[src/rtl/clnw_pkg.sv]
`timescale 1ns / 1ps
// ----------------------------------------------------------------------------
// clnw_pkg
// Shared types, constants and tables for the character LCD nibble writer.
// ----------------------------------------------------------------------------
package clnw_pkg;

    // Register indexes of the configuration port
    localparam logic [1:0] CFG_PULSE_TICKS     = 2'd0;
    localparam logic [1:0] CFG_CHAR_WAIT_TICKS = 2'd1;
    localparam logic [1:0] CFG_HOME_WAIT_TICKS = 2'd2;
    localparam logic [1:0] CFG_TICKS_PER_MS    = 2'd3;

    // Register reset values
    localparam logic [7:0]  PULSE_TICKS_RST     = 8'd1;
    localparam logic [15:0] CHAR_WAIT_TICKS_RST = 16'd50;
    localparam logic [15:0] HOME_WAIT_TICKS_RST = 16'd2000;
    localparam logic [15:0] TICKS_PER_MS_RST    = 16'd1000;

    // Widths of the sequencer state
    localparam int CNT_W  = 22;
    localparam int STEP_W = 4;

    // Power-on sequence steps: four reset nibbles, then five commands
    localparam logic [STEP_W-1:0] INIT_CMD_FIRST = 4'd4;
    localparam logic [STEP_W-1:0] INIT_DONE      = 4'd9;
    localparam logic [STEP_W-1:0] INIT_LAST_NIB  = 4'd3;

    // Reset nibbles, placed in the high nibble of the held byte
    localparam logic [7:0] RESET_BYTE_3 = 8'h30;
    localparam logic [7:0] RESET_BYTE_2 = 8'h20;

    // Command bits that select the long wait
    localparam logic [7:0] HOME_MASK = 8'h03;

    // Extra ticks after the last reset nibble
    localparam logic [16:0] LAST_NIB_EXTRA = 17'd10;

    // One result item
    typedef struct packed {
        logic [3:0] lcd_nibble;
        logic       lcd_rs;
        logic       lcd_e;
        logic       ready_res;
    } t_result;

    // Commands sent after the reset nibbles
    function automatic logic [7:0] init_cmd(input logic [2:0] idx);
        logic [7:0] v;
        case (idx)
            3'd0:    v = 8'h2E;
            3'd1:    v = 8'h08;
            3'd2:    v = 8'h0D;
            3'd3:    v = 8'h06;
            3'd4:    v = 8'h02;
            default: v = 8'h02;
        endcase
        return v;
    endfunction

endpackage

[src/rtl/char_lcd_nibble_writer_core.sv]
`timescale 1ns / 1ps
// ----------------------------------------------------------------------------
// char_lcd_nibble_writer_core
// 4-bit character LCD write sequencer with power-on initialization.
//
// Channel | Handshake                | Payload
// --------+--------------------------+-----------------------------------------
// in      | i_in_valid / o_in_ready  | i_request, i_mode, i_byte_value
// out     | o_out_valid / i_out_ready| o_lcd_nibble, o_lcd_rs, o_lcd_e,
//         |                          | o_ready_res
// cfg     | i_cfg_valid / o_cfg_ready| i_cfg_index, i_cfg_data
//
// One item (one tick) is taken per cycle while o_in_ready is high; its result
// is registered and appears the cycle after acceptance unless the output is
// stalled and full. The rate is set by the state update of the sequencer
// (counter increment and threshold compare). A two-entry result buffer takes
// one result while output stalls; o_in_ready drops only when both are full.
// Synchronous active-low reset starts the power-on wait; cfg is always ready.
// ----------------------------------------------------------------------------
module char_lcd_nibble_writer_core
    import clnw_pkg::*;
(
    input  logic        i_clk,
    input  logic        i_rst_n,
    input  logic        i_in_valid,
    output logic        o_in_ready,
    input  logic        i_request,
    input  logic        i_mode,
    input  logic [7:0]  i_byte_value,
    output logic        o_out_valid,
    input  logic        i_out_ready,
    output logic [3:0]  o_lcd_nibble,
    output logic        o_lcd_rs,
    output logic        o_lcd_e,
    output logic        o_ready_res,
    input  logic        i_cfg_valid,
    output logic        o_cfg_ready,
    input  logic [1:0]  i_cfg_index,
    input  logic [15:0] i_cfg_data
);

    // Sequencer phase codes
    localparam logic [2:0] PH_POWER  = 3'd0;
    localparam logic [2:0] PH_SETUP  = 3'd1;
    localparam logic [2:0] PH_STROBE = 3'd2;
    localparam logic [2:0] PH_GAP    = 3'd3;
    localparam logic [2:0] PH_IDLE   = 3'd4;

    logic [7:0]        r_pulse_ticks;
    logic [15:0]       r_char_wait;
    logic [15:0]       r_home_wait;
    logic [15:0]       r_ticks_per_ms;

    logic [2:0]        r_phase,       n_phase;
    logic [CNT_W-1:0]  r_wait_count,  n_wait_count;
    logic [7:0]        r_held_byte,   n_held_byte;
    logic              r_held_rs,     n_held_rs;
    logic              r_second,      n_second;
    logic [STEP_W-1:0] r_init_step,   n_init_step;

    logic              r_out_valid;
    t_result           r_out;
    logic              r_skid_valid;
    t_result           r_skid;

    logic              in_accept;
    logic              out_pop;
    t_result           new_res;

    logic [CNT_W-1:0]  cnt_inc;
    logic [CNT_W-1:0]  power_thr;
    logic [CNT_W-1:0]  gap_thr;
    logic [CNT_W-1:0]  pulse_thr;
    logic [18:0]       five_ms;
    logic [16:0]       ms_plus;
    logic [STEP_W-1:0] step_inc;
    logic [2:0]        cmd_off;

    // Configuration registers, always ready
    assign o_cfg_ready = 1'b1;

    always_ff @(posedge i_clk) begin
        if (!i_rst_n) begin
            r_pulse_ticks  <= PULSE_TICKS_RST;
            r_char_wait    <= CHAR_WAIT_TICKS_RST;
            r_home_wait    <= HOME_WAIT_TICKS_RST;
            r_ticks_per_ms <= TICKS_PER_MS_RST;
        end else if (i_cfg_valid) begin
            case (i_cfg_index)
                CFG_PULSE_TICKS:     r_pulse_ticks  <= i_cfg_data[7:0];
                CFG_CHAR_WAIT_TICKS: r_char_wait    <= i_cfg_data;
                CFG_HOME_WAIT_TICKS: r_home_wait    <= i_cfg_data;
                CFG_TICKS_PER_MS:    r_ticks_per_ms <= i_cfg_data;
                default: ;
            endcase
        end
    end

    // Thresholds; a zero time compares like one tick since the count is at least one
    assign power_thr = {1'b0, r_ticks_per_ms, 5'b0} + {3'b0, r_ticks_per_ms, 3'b0};
    assign five_ms   = {1'b0, r_ticks_per_ms, 2'b0} + {3'b0, r_ticks_per_ms};
    assign ms_plus   = {1'b0, r_ticks_per_ms} + LAST_NIB_EXTRA;
    assign pulse_thr = {{(CNT_W-8){1'b0}}, r_pulse_ticks};
    assign cnt_inc   = r_wait_count + {{(CNT_W-1){1'b0}}, 1'b1};
    assign step_inc  = r_init_step + {{(STEP_W-1){1'b0}}, 1'b1};
    assign cmd_off   = step_inc[2:0] - INIT_CMD_FIRST[2:0];

    always_comb begin
        if (r_init_step == '0) begin
            gap_thr = {{(CNT_W-19){1'b0}}, five_ms};
        end else if (r_init_step == INIT_LAST_NIB) begin
            gap_thr = {{(CNT_W-17){1'b0}}, ms_plus};
        end else if (r_init_step < INIT_CMD_FIRST) begin
            gap_thr = {{(CNT_W-16){1'b0}}, r_ticks_per_ms};
        end else if (!r_held_rs && ((r_held_byte & HOME_MASK) != 8'h00)) begin
            gap_thr = {{(CNT_W-16){1'b0}}, r_home_wait};
        end else begin
            gap_thr = {{(CNT_W-16){1'b0}}, r_char_wait};
        end
    end

    // Next sequencer state for one tick
    always_comb begin
        n_phase      = r_phase;
        n_wait_count = cnt_inc;
        n_held_byte  = r_held_byte;
        n_held_rs    = r_held_rs;
        n_second     = r_second;
        n_init_step  = r_init_step;
        case (r_phase)
            PH_POWER: begin
                if (cnt_inc >= power_thr) begin
                    n_init_step  = '0;
                    n_held_byte  = RESET_BYTE_3;
                    n_held_rs    = 1'b0;
                    n_second     = 1'b0;
                    n_phase      = PH_SETUP;
                    n_wait_count = '0;
                end
            end
            PH_SETUP: begin
                if (cnt_inc >= pulse_thr) begin
                    n_phase      = PH_STROBE;
                    n_wait_count = '0;
                end
            end
            PH_STROBE: begin
                if (cnt_inc >= pulse_thr) begin
                    n_wait_count = '0;
                    if (r_init_step >= INIT_CMD_FIRST && !r_second) begin
                        n_second = 1'b1;
                        n_phase  = PH_SETUP;
                    end else begin
                        n_phase  = PH_GAP;
                    end
                end
            end
            PH_GAP: begin
                if (cnt_inc >= gap_thr) begin
                    n_wait_count = '0;
                    if (r_init_step < INIT_DONE) begin
                        n_init_step = step_inc;
                        if (step_inc < INIT_DONE) begin
                            // start the next power-on nibble or command
                            if (step_inc < INIT_CMD_FIRST) begin
                                n_held_byte = (step_inc == INIT_LAST_NIB) ?
                                              RESET_BYTE_2 : RESET_BYTE_3;
                            end else begin
                                n_held_byte = init_cmd(cmd_off);
                            end
                            n_held_rs = 1'b0;
                            n_second  = 1'b0;
                            n_phase   = PH_SETUP;
                        end else begin
                            n_phase = PH_IDLE;
                        end
                    end else begin
                        n_phase = PH_IDLE;
                    end
                end
            end
            default: begin
                n_phase      = PH_IDLE;
                n_wait_count = '0;
                if (i_request) begin
                    n_held_byte = i_byte_value;
                    n_held_rs   = ~i_mode;
                    n_second    = 1'b0;
                    n_phase     = PH_SETUP;
                end
            end
        endcase
    end

    // Lines after this tick's update
    assign new_res.lcd_nibble = n_second ? n_held_byte[3:0] : n_held_byte[7:4];
    assign new_res.lcd_rs     = n_held_rs;
    assign new_res.lcd_e      = (n_phase == PH_STROBE);
    assign new_res.ready_res  = (n_phase == PH_IDLE);

    assign o_in_ready = ~r_skid_valid;
    assign in_accept  = i_in_valid & o_in_ready;
    assign out_pop    = r_out_valid & i_out_ready;

    // Advance the sequencer on each accepted item
    always_ff @(posedge i_clk) begin
        if (!i_rst_n) begin
            r_phase      <= PH_POWER;
            r_wait_count <= '0;
            r_held_byte  <= 8'h00;
            r_held_rs    <= 1'b0;
            r_second     <= 1'b0;
            r_init_step  <= '0;
        end else if (in_accept) begin
            r_phase      <= n_phase;
            r_wait_count <= n_wait_count;
            r_held_byte  <= n_held_byte;
            r_held_rs    <= n_held_rs;
            r_second     <= n_second;
            r_init_step  <= n_init_step;
        end
    end

    // Two-entry result buffer: output register plus skid
    always_ff @(posedge i_clk) begin
        if (!i_rst_n) begin
            r_out_valid  <= 1'b0;
            r_skid_valid <= 1'b0;
        end else if (r_skid_valid) begin
            if (out_pop) begin
                r_out_valid  <= 1'b1;
                r_skid_valid <= 1'b0;
            end
        end else if (in_accept) begin
            if (!r_out_valid || out_pop) begin
                r_out_valid <= 1'b1;
            end else begin
                r_skid_valid <= 1'b1;
            end
        end else if (out_pop) begin
            r_out_valid <= 1'b0;
        end
    end

    always_ff @(posedge i_clk) begin
        if (r_skid_valid) begin
            if (out_pop) begin
                r_out <= r_skid;
            end
        end else if (in_accept) begin
            if (!r_out_valid || out_pop) begin
                r_out <= new_res;
            end else begin
                r_skid <= new_res;
            end
        end
    end

    assign o_out_valid  = r_out_valid;
    assign o_lcd_nibble = r_out.lcd_nibble;
    assign o_lcd_rs     = r_out.lcd_rs;
    assign o_lcd_e      = r_out.lcd_e;
    assign o_ready_res  = r_out.ready_res;

    // Checks on the sequencer and the result buffer
    a_skid_needs_out: assert property (@(posedge i_clk) disable iff (!i_rst_n)
        r_skid_valid |-> r_out_valid)
        else $error("skid entry held without an output entry");

    a_skid_holds: assert property (@(posedge i_clk) disable iff (!i_rst_n)
        r_skid_valid && !i_out_ready |=> r_skid_valid && $stable(r_skid))
        else $error("skid entry lost under stall");

    a_idle_after_init: assert property (@(posedge i_clk) disable iff (!i_rst_n)
        r_phase == PH_IDLE |-> r_init_step == INIT_DONE)
        else $error("idle reached before power-on sequence finished");

    a_power_clean: assert property (@(posedge i_clk) disable iff (!i_rst_n)
        r_phase == PH_POWER |-> r_held_byte == 8'h00 && r_init_step == '0)
        else $error("lines not clear during power-on wait");

    a_step_range: assert property (@(posedge i_clk) disable iff (!i_rst_n)
        r_init_step <= INIT_DONE)
        else $error("power-on step out of range");

endmodule
[config.mk]
export PLATFORM = sky130hd
export DESIGN_NAME = char_lcd_nibble_writer_core
export DESIGN_NICKNAME = d
export VERILOG_FILES = /design/src/rtl/clnw_pkg.sv /design/src/rtl/char_lcd_nibble_writer_core.sv
export SDC_FILE = /design/constraint.sdc
export NUM_CORES = 1
export LEC_CHECK = 0
export ABC_AREA = 1
export BUFFER_PORTS_ARGS = -buffer_cell sky130_fd_sc_hd__clkbuf_2
export CAP_MARGIN = 20
export CORE_MARGIN = 4
export CORE_UTILIZATION = 25
export CTS_BUF_LIST = sky130_fd_sc_hd__clkbuf_8
export CTS_CLUSTER_DIAMETER = 80
export DETAILED_ROUTE_END_ITERATION = 6
export PLACE_DENSITY_LB_ADDON = 0.3
export SYNTH_ARGS = -nofsm -noshare
export SYNTH_HDL_FRONTEND = slang
export SYNTH_SLANG_ARGS = --single-unit
[constraint.sdc]
create_clock -name i_clk -period 5.5 [get_ports i_clk]
set_input_delay 0.55 -clock i_clk [delete_from_list [all_inputs] [get_ports i_clk]]
set_output_delay 0.55 -clock i_clk [all_outputs]
set_load 0.005 [all_outputs]
==> flow_metrics.tcl, run 1 <==
set metrics [dict create \
    cp.arrival_ps 4970 \
    max_freq_ghz 0.208 \
    critical_path_required_ps 5670 \
    p_per_area_nw_per_um2 225 \
    p_leak_nw 4.15 \
    maxCapViolCount 0 \
    synth_compound_area_share_pct 17.7 \
    finalNetCount 1340 \
    synthTopCellsByCount "nand2_1, inv_1, nor2_1, a21oi_1, dfxtp_1" \
    ys.flop_type "dfxtp_1" \
    wl_mm 22.4 \
    crit_end "o_lcd_nibble[2]" \
    synth_mux_area_share_pct 0 \
    power.total_mw 1.98 \
    crit_path_end_kind "flop" \
    synthToLayoutAreaGrowth_pct 10.4 \
    max-vdd-ir-drop_mv 0.116 \
    hp-start "i_cfg_data[14]" \
    portBuffers 41 \
    numCtsBuffers 9 \
    status "complete, no violations" \
    h-tree-depth 3 \
    ys_types 46 \
    final-max-slew-violation-count 0 \
    synth.most_common_cell "nand2_1" \
    antenna_left 0 \
    dieArea_um2 34900 \
    async_flop_share_pct 0 \
    synthXorXnorAreaFrac_pct 3.28 \
    r2r-end "o_lcd_nibble[2]" \
    worst_pin_slew_ps 1020 \
    vias 7628 \
    crit_top_cell "nand2_1" \
    clockRootBuffer "clkbuf_8" \
    drt_iter0_markers 459 \
    critical-path-max-stage-delay_ps 410 \
    routedWlPerCell_um 13.6 \
    finalWorstSetupSlack_ps 699 \
    post_cts_buffers 0 \
    rrSetupSlack_ps 700 \
    routed_via_density 4.64 \
    synthCells 1212 \
    worstSetupStartpoint "r_ticks_per_ms[0]" \
    initial_core_util_pct 25.3 \
    setup_viol 0 \
    place_ws_ps 689 \
    synth_area_leaders "dfxtp_1, nand2_1, ha_1" \
    grt-ovfl-total 0 \
    hold-worst-slack_ps 408 \
    finClkSkew_ps 16.0 \
    path_clk_slew_ps 120 \
    syn_avg_cell_area_um2 6.60 \
    synth_fa_ha_area_share_pct 10.9 \
    die_w_um 187 \
    die_h_um 187 \
    dpl.hpwl_mm 17.2 \
    syn_nets 1314 \
    yosysTopAreaCell "dfxtp_1" \
    worstSetupPathType "flop to flop" \
    core_area_um2 31600 \
    synth-edff-count 14 \
    drive_above_1_share_pct 7.80 \
    synth_area_um2 8000 \
    cts_tree "done" \
    synth_top_cell_area_share_pct 24.3 \
    period_share_pct 87.3 \
    synthSimpleGateAreaFrac_pct 29.1 \
    r2r_cells 26 \
    slowest_stage "dfxtp_1" \
    grt_pass1_vias 7524 \
    dr.pass1.iters 5 \
    final_area_um2 8830 \
    hold_viol_final 0 \
    io_pins 43 \
    holdBufCountCts 0 \
    r2r_start "r_ticks_per_ms[0]" \
    slew_headroom_pct 31.7 \
    antenna_found_initial 0 \
    row_count 65 \
    cts_buffer_depth 2 \
    yosysWarnings 0 \
    fin_crit_ps 4800 \
    crit_path_start_kind "flop" \
    post_dp_cell_area_um2 8640 \
    ys_seq_area_share_pct 29.5 \
    ys_ff_latch 111 \
    cts_resized 0 \
    synth_top_family_by_area "simple AND/OR/NAND/NOR gates" \
    cp_max_fo 5 \
    hold_class "input pin to flop" \
    num_antenna_cells 0 \
    clk_latency_ps 400 \
    grt_usage_pct 12.9 \
    grt_start_max_net_pins 57 \
    rsz0062_at_grt "no" \
    drc 0 \
    gp_congestion 0.841 \
    tns_ps 0 \
    fillers 3518 \
    clock-sinks 111 \
    grt_pass1_wl_mm 37.9 \
]
## worst max-delay path: cells and delay by family (launching register included)
family          cells  cell delay (ps)
compound gates      5             1100
fa+ha+maj           3              900
buf+inv             2              130
flops               1              410
simple gates       16             2040
## area by class of cell
| cell class | instances | area, um^2 | area share [%] |
|---|---|---|---|
| repair buffers | 55 | 308 | 3.48 |
| multi-input cells | 904 | 4890 | 55.3 |
| clock inverters | 7 | 57.6 | 0.652 |
| inverters | 157 | 589 | 6.67 |
| clock buffers | 9 | 124 | 1.40 |
| well taps | 402 | 503 | 5.69 |
| flip-flops and latches | 111 | 2360 | 26.7 |
## sequential cells by signal (all words and copies together) (netlist names)
register and count:
r_skid_valid 1, r_home_wait 16, r_held_byte 8, o_lcd_rs 1
r_skid 7, r_phase 3, o_out_valid 1, o_lcd_e 1
r_pulse_ticks 8, r_char_wait 16, r_wait_count 22, r_init_step 4
r_second 1, o_lcd_nibble 4, o_ready_res 1, r_held_rs 1
r_ticks_per_ms 16
## placed cells by master, fill, tap and decap left out, types with 4 or more instances in the layout
cell type	instances
a31oi_1	5
ha_1	68
nor3_1	15
nand2_2	10
nand3_1	82
inv_1	152
a21oi_1	112
buf_4	13
clkbuf_8	9
xnor2_1	8
xor2_1	22
nand2_1	280
edfxtp_1	14
clkinv_1	4
clkbuf_2	41
nor2_1	122
dfxtp_1	97
o21a_1	4
o22ai_1	5
o21ai_0	96
and2_1	4
nor2_2	4
o211ai_1	7
a211oi_1	7
a22oi_1	9
nand4_1	14
nor2_4	5
## cell families (layout without fill, tap and decap cells)
kind of cell | after synthesis | count (layout)
other | 1 | 1
DFF | 111 | 111
adders and majority gates | 69 | 69
xor gates and xnor gates | 30 | 30
AOI/OAI and AO/OA | 258 | 258
and+or+nand+nor | 546 | 546
buffers and inverters | 197 | 228
## worst min path at each step
stage                            to  cells after the start
global placement    r_home_wait[11]                      2
detailed placement   r_char_wait[1]                      2
CTS                 r_home_wait[10]                      3
finish              r_char_wait[14]                      3
floorplan            r_char_wait[1]                      2
global route        r_home_wait[10]                      3
## through the flow
stage          instances  util, %
5_1_grt             1645     28.0
4_1_cts             1643     28.0
6_report            1645     28.0
3_3_place_gp        1626     27.4
3_5_place_dp        1627     27.4
2_1_floorplan       1212        -
## where the power goes
group | leakage, nW | internal, mW | total (mW) | switching (mW)
clock network | 0.0988 | 0.173 | 0.496 | 0.323
logic | 3.12 | 0.200 | 0.587 | 0.387
registers | 0.929 | 0.867 | 0.900 | 0.0330
## layer usage
| layer | part of all wire (%) | vias up | global-route usage (%) |
|---|---|---|---|
| met5 | 0 | - | 0 |
| met4 | 2.0 | 0 | 4.18 |
| met3 | 2.9 | 24 | 1.75 |
| met2 | 45 | 117 | 20.9 |
| met1 | 51 | 3442 | 17.9 |
| li1 | - | 4045 | - |
Power figures use the tool's default switching activity.
==> run 2: changes to the inputs <==
BUFFER_PORTS_ARGS = unset   (was -buffer_cell sky130_fd_sc_hd__clkbuf_2)
CTS_CLUSTER_DIAMETER = 40   (was 80)
DONT_BUFFER_PORTS = 1   (was unset)
==> flow_metrics.tcl, run 2 (synthesis gave the netlist of run 1 again) <==
set metrics [dict create \
    antenna_left 0 \
    post_cts_buffers 0 \
    drive_above_1_share_pct 4.50 \
    vias 7553 \
    cp_max_fo 5 \
    period_share_pct 87.3 \
    io_pins 43 \
    worstSetupPathType "flop to flop" \
    dpl.hpwl_mm 17.2 \
    cp.arrival_ps 4970 \
    p_per_area_nw_per_um2 228 \
    routed_via_density 4.71 \
    holdBufCountCts 0 \
    clockRootBuffer "clkbuf_8" \
    row_count 65 \
    largest_reg_flops 22 \
    setup_viol 0 \
    cts_resized 0 \
    top_register "r_wait_count" \
    synthToLayoutAreaGrowth_pct 7.60 \
    post-route-util_pct 27.3 \
    core_area_um2 31600 \
    power.total_mw 1.96 \
    post_dp_cell_area_um2 8420 \
    tns_ps 0 \
    grt_usage_pct 12.8 \
    portBuffers 0 \
    finClkSkew_ps 13.8 \
    critical_path_required_ps 5670 \
    status "complete, no violations" \
    routedWlPerCell_um 14.1 \
    die_h_um 187 \
    initial_core_util_pct 25.3 \
    cts_tree "done" \
    num_antenna_cells 0 \
    path_clk_slew_ps 120 \
    clock-sinks 111 \
    crit_path_start_kind "flop" \
    fin_crit_ps 4800 \
    antenna_found_initial 0 \
    grt_start_max_net_pins 57 \
    dieArea_um2 34900 \
    finalNetCount 1297 \
    gp_congestion 0.857 \
    drc 0 \
    grt-ovfl-total 0 \
    maxCapViolCount 0 \
    slew_headroom_pct 28.7 \
    grt_pass1_vias 7112 \
    drt_iter0_markers 400 \
    crit_path_end_kind "flop" \
    rrSetupSlack_ps 700 \
    dr.pass1.iters 7 \
    cts_buffer_depth 2 \
    worst_pin_slew_ps 1070 \
    wl_mm 22.6 \
    hold_viol_final 0 \
    hold_class "input pin to flop" \
    hold-worst-slack_ps 244 \
    h-tree-depth 3 \
    final_area_um2 8610 \
    max_freq_ghz 0.208 \
    numCtsBuffers 9 \
    grt_pass1_wl_mm 36.9 \
    layout_common_cells "nand2_1, inv_1, nor2_1, a21oi_1, dfxtp_1" \
    final-max-slew-violation-count 0 \
    die_w_um 187 \
    p_leak_nw 3.96 \
    max-vdd-ir-drop_mv 0.109 \
    rsz0062_at_grt "no" \
    final_common_cell "nand2_1" \
    clk_latency_ps 400 \
]
## run 2: path summary, 6_finish.rpt
| path | start | to | depth (start not counted) |
|---|---|---|---|
| hold / removal | i_rst_n | r_pulse_ticks[0] | 1 |
| setup reg to reg | r_ticks_per_ms[2] | o_lcd_nibble[2] | 26 |
| hold reg to reg | r_home_wait[12] | r_home_wait[12] | 2 |
| setup / recovery | r_ticks_per_ms[2] | o_lcd_nibble[2] | 26 |
## run 2: routing by layer
metal / global-route usage, % / vias to the layer above / routed length (um)
li1: - / 3958 / -
met5: 0 / - / 0
met3: 2.13 / 24 / 647
met1: 18.0 / 3460 / 11500
met2: 20.1 / 111 / 9950
met4: 3.90 / 0 / 475
## run 2: power breakdown
group          internal [mW]  switching (mW)  leakage, nW  total (mW)
clock network          0.170           0.329       0.0867       0.499
registers              0.868          0.0363        0.929       0.904
logic                  0.187           0.368         2.94       0.555
## run 2: critical path, stage by stage, from the launching register on
cell      delay, ps
dfxtp_1         420
ha_1            200
inv_1            60
fa_1            380
o21ai_0         360
nand2_1         100
o211ai_1        140
a21boi_0        170
o21ai_0         290
a21oi_1         130
or2_2           300
inv_1            70
nand2_1          50
ha_1            310
nand4_1         120
nor3_1          230
nand3_1         110
nand4_1         160
nor2_1           70
nor2_1          270
nand3_2         140
nand2_2         120
nand2_2          90
nand2_1          70
nand2_1          80
nand2_1          70
nand2_1          50
## run 2: area by class of cell
type,count,area [um^2]
well taps,402,503
fillers,3551,22900
clock buffers,9,124
clock inverters,7,55.1
flip-flops and latches,111,2360
inverters,157,589
multi-input cells,904,4890
repair buffers,12,85.1
## run 2: through the flow
stage / worst slack [ps] / std cells
after floorplan: 1350 / 1212
after global placement: 816 / 1584
after detailed placement: 700 / 1585
after CTS: 676 / 1601
after global routing: 212 / 1602
final: 700 / 1602
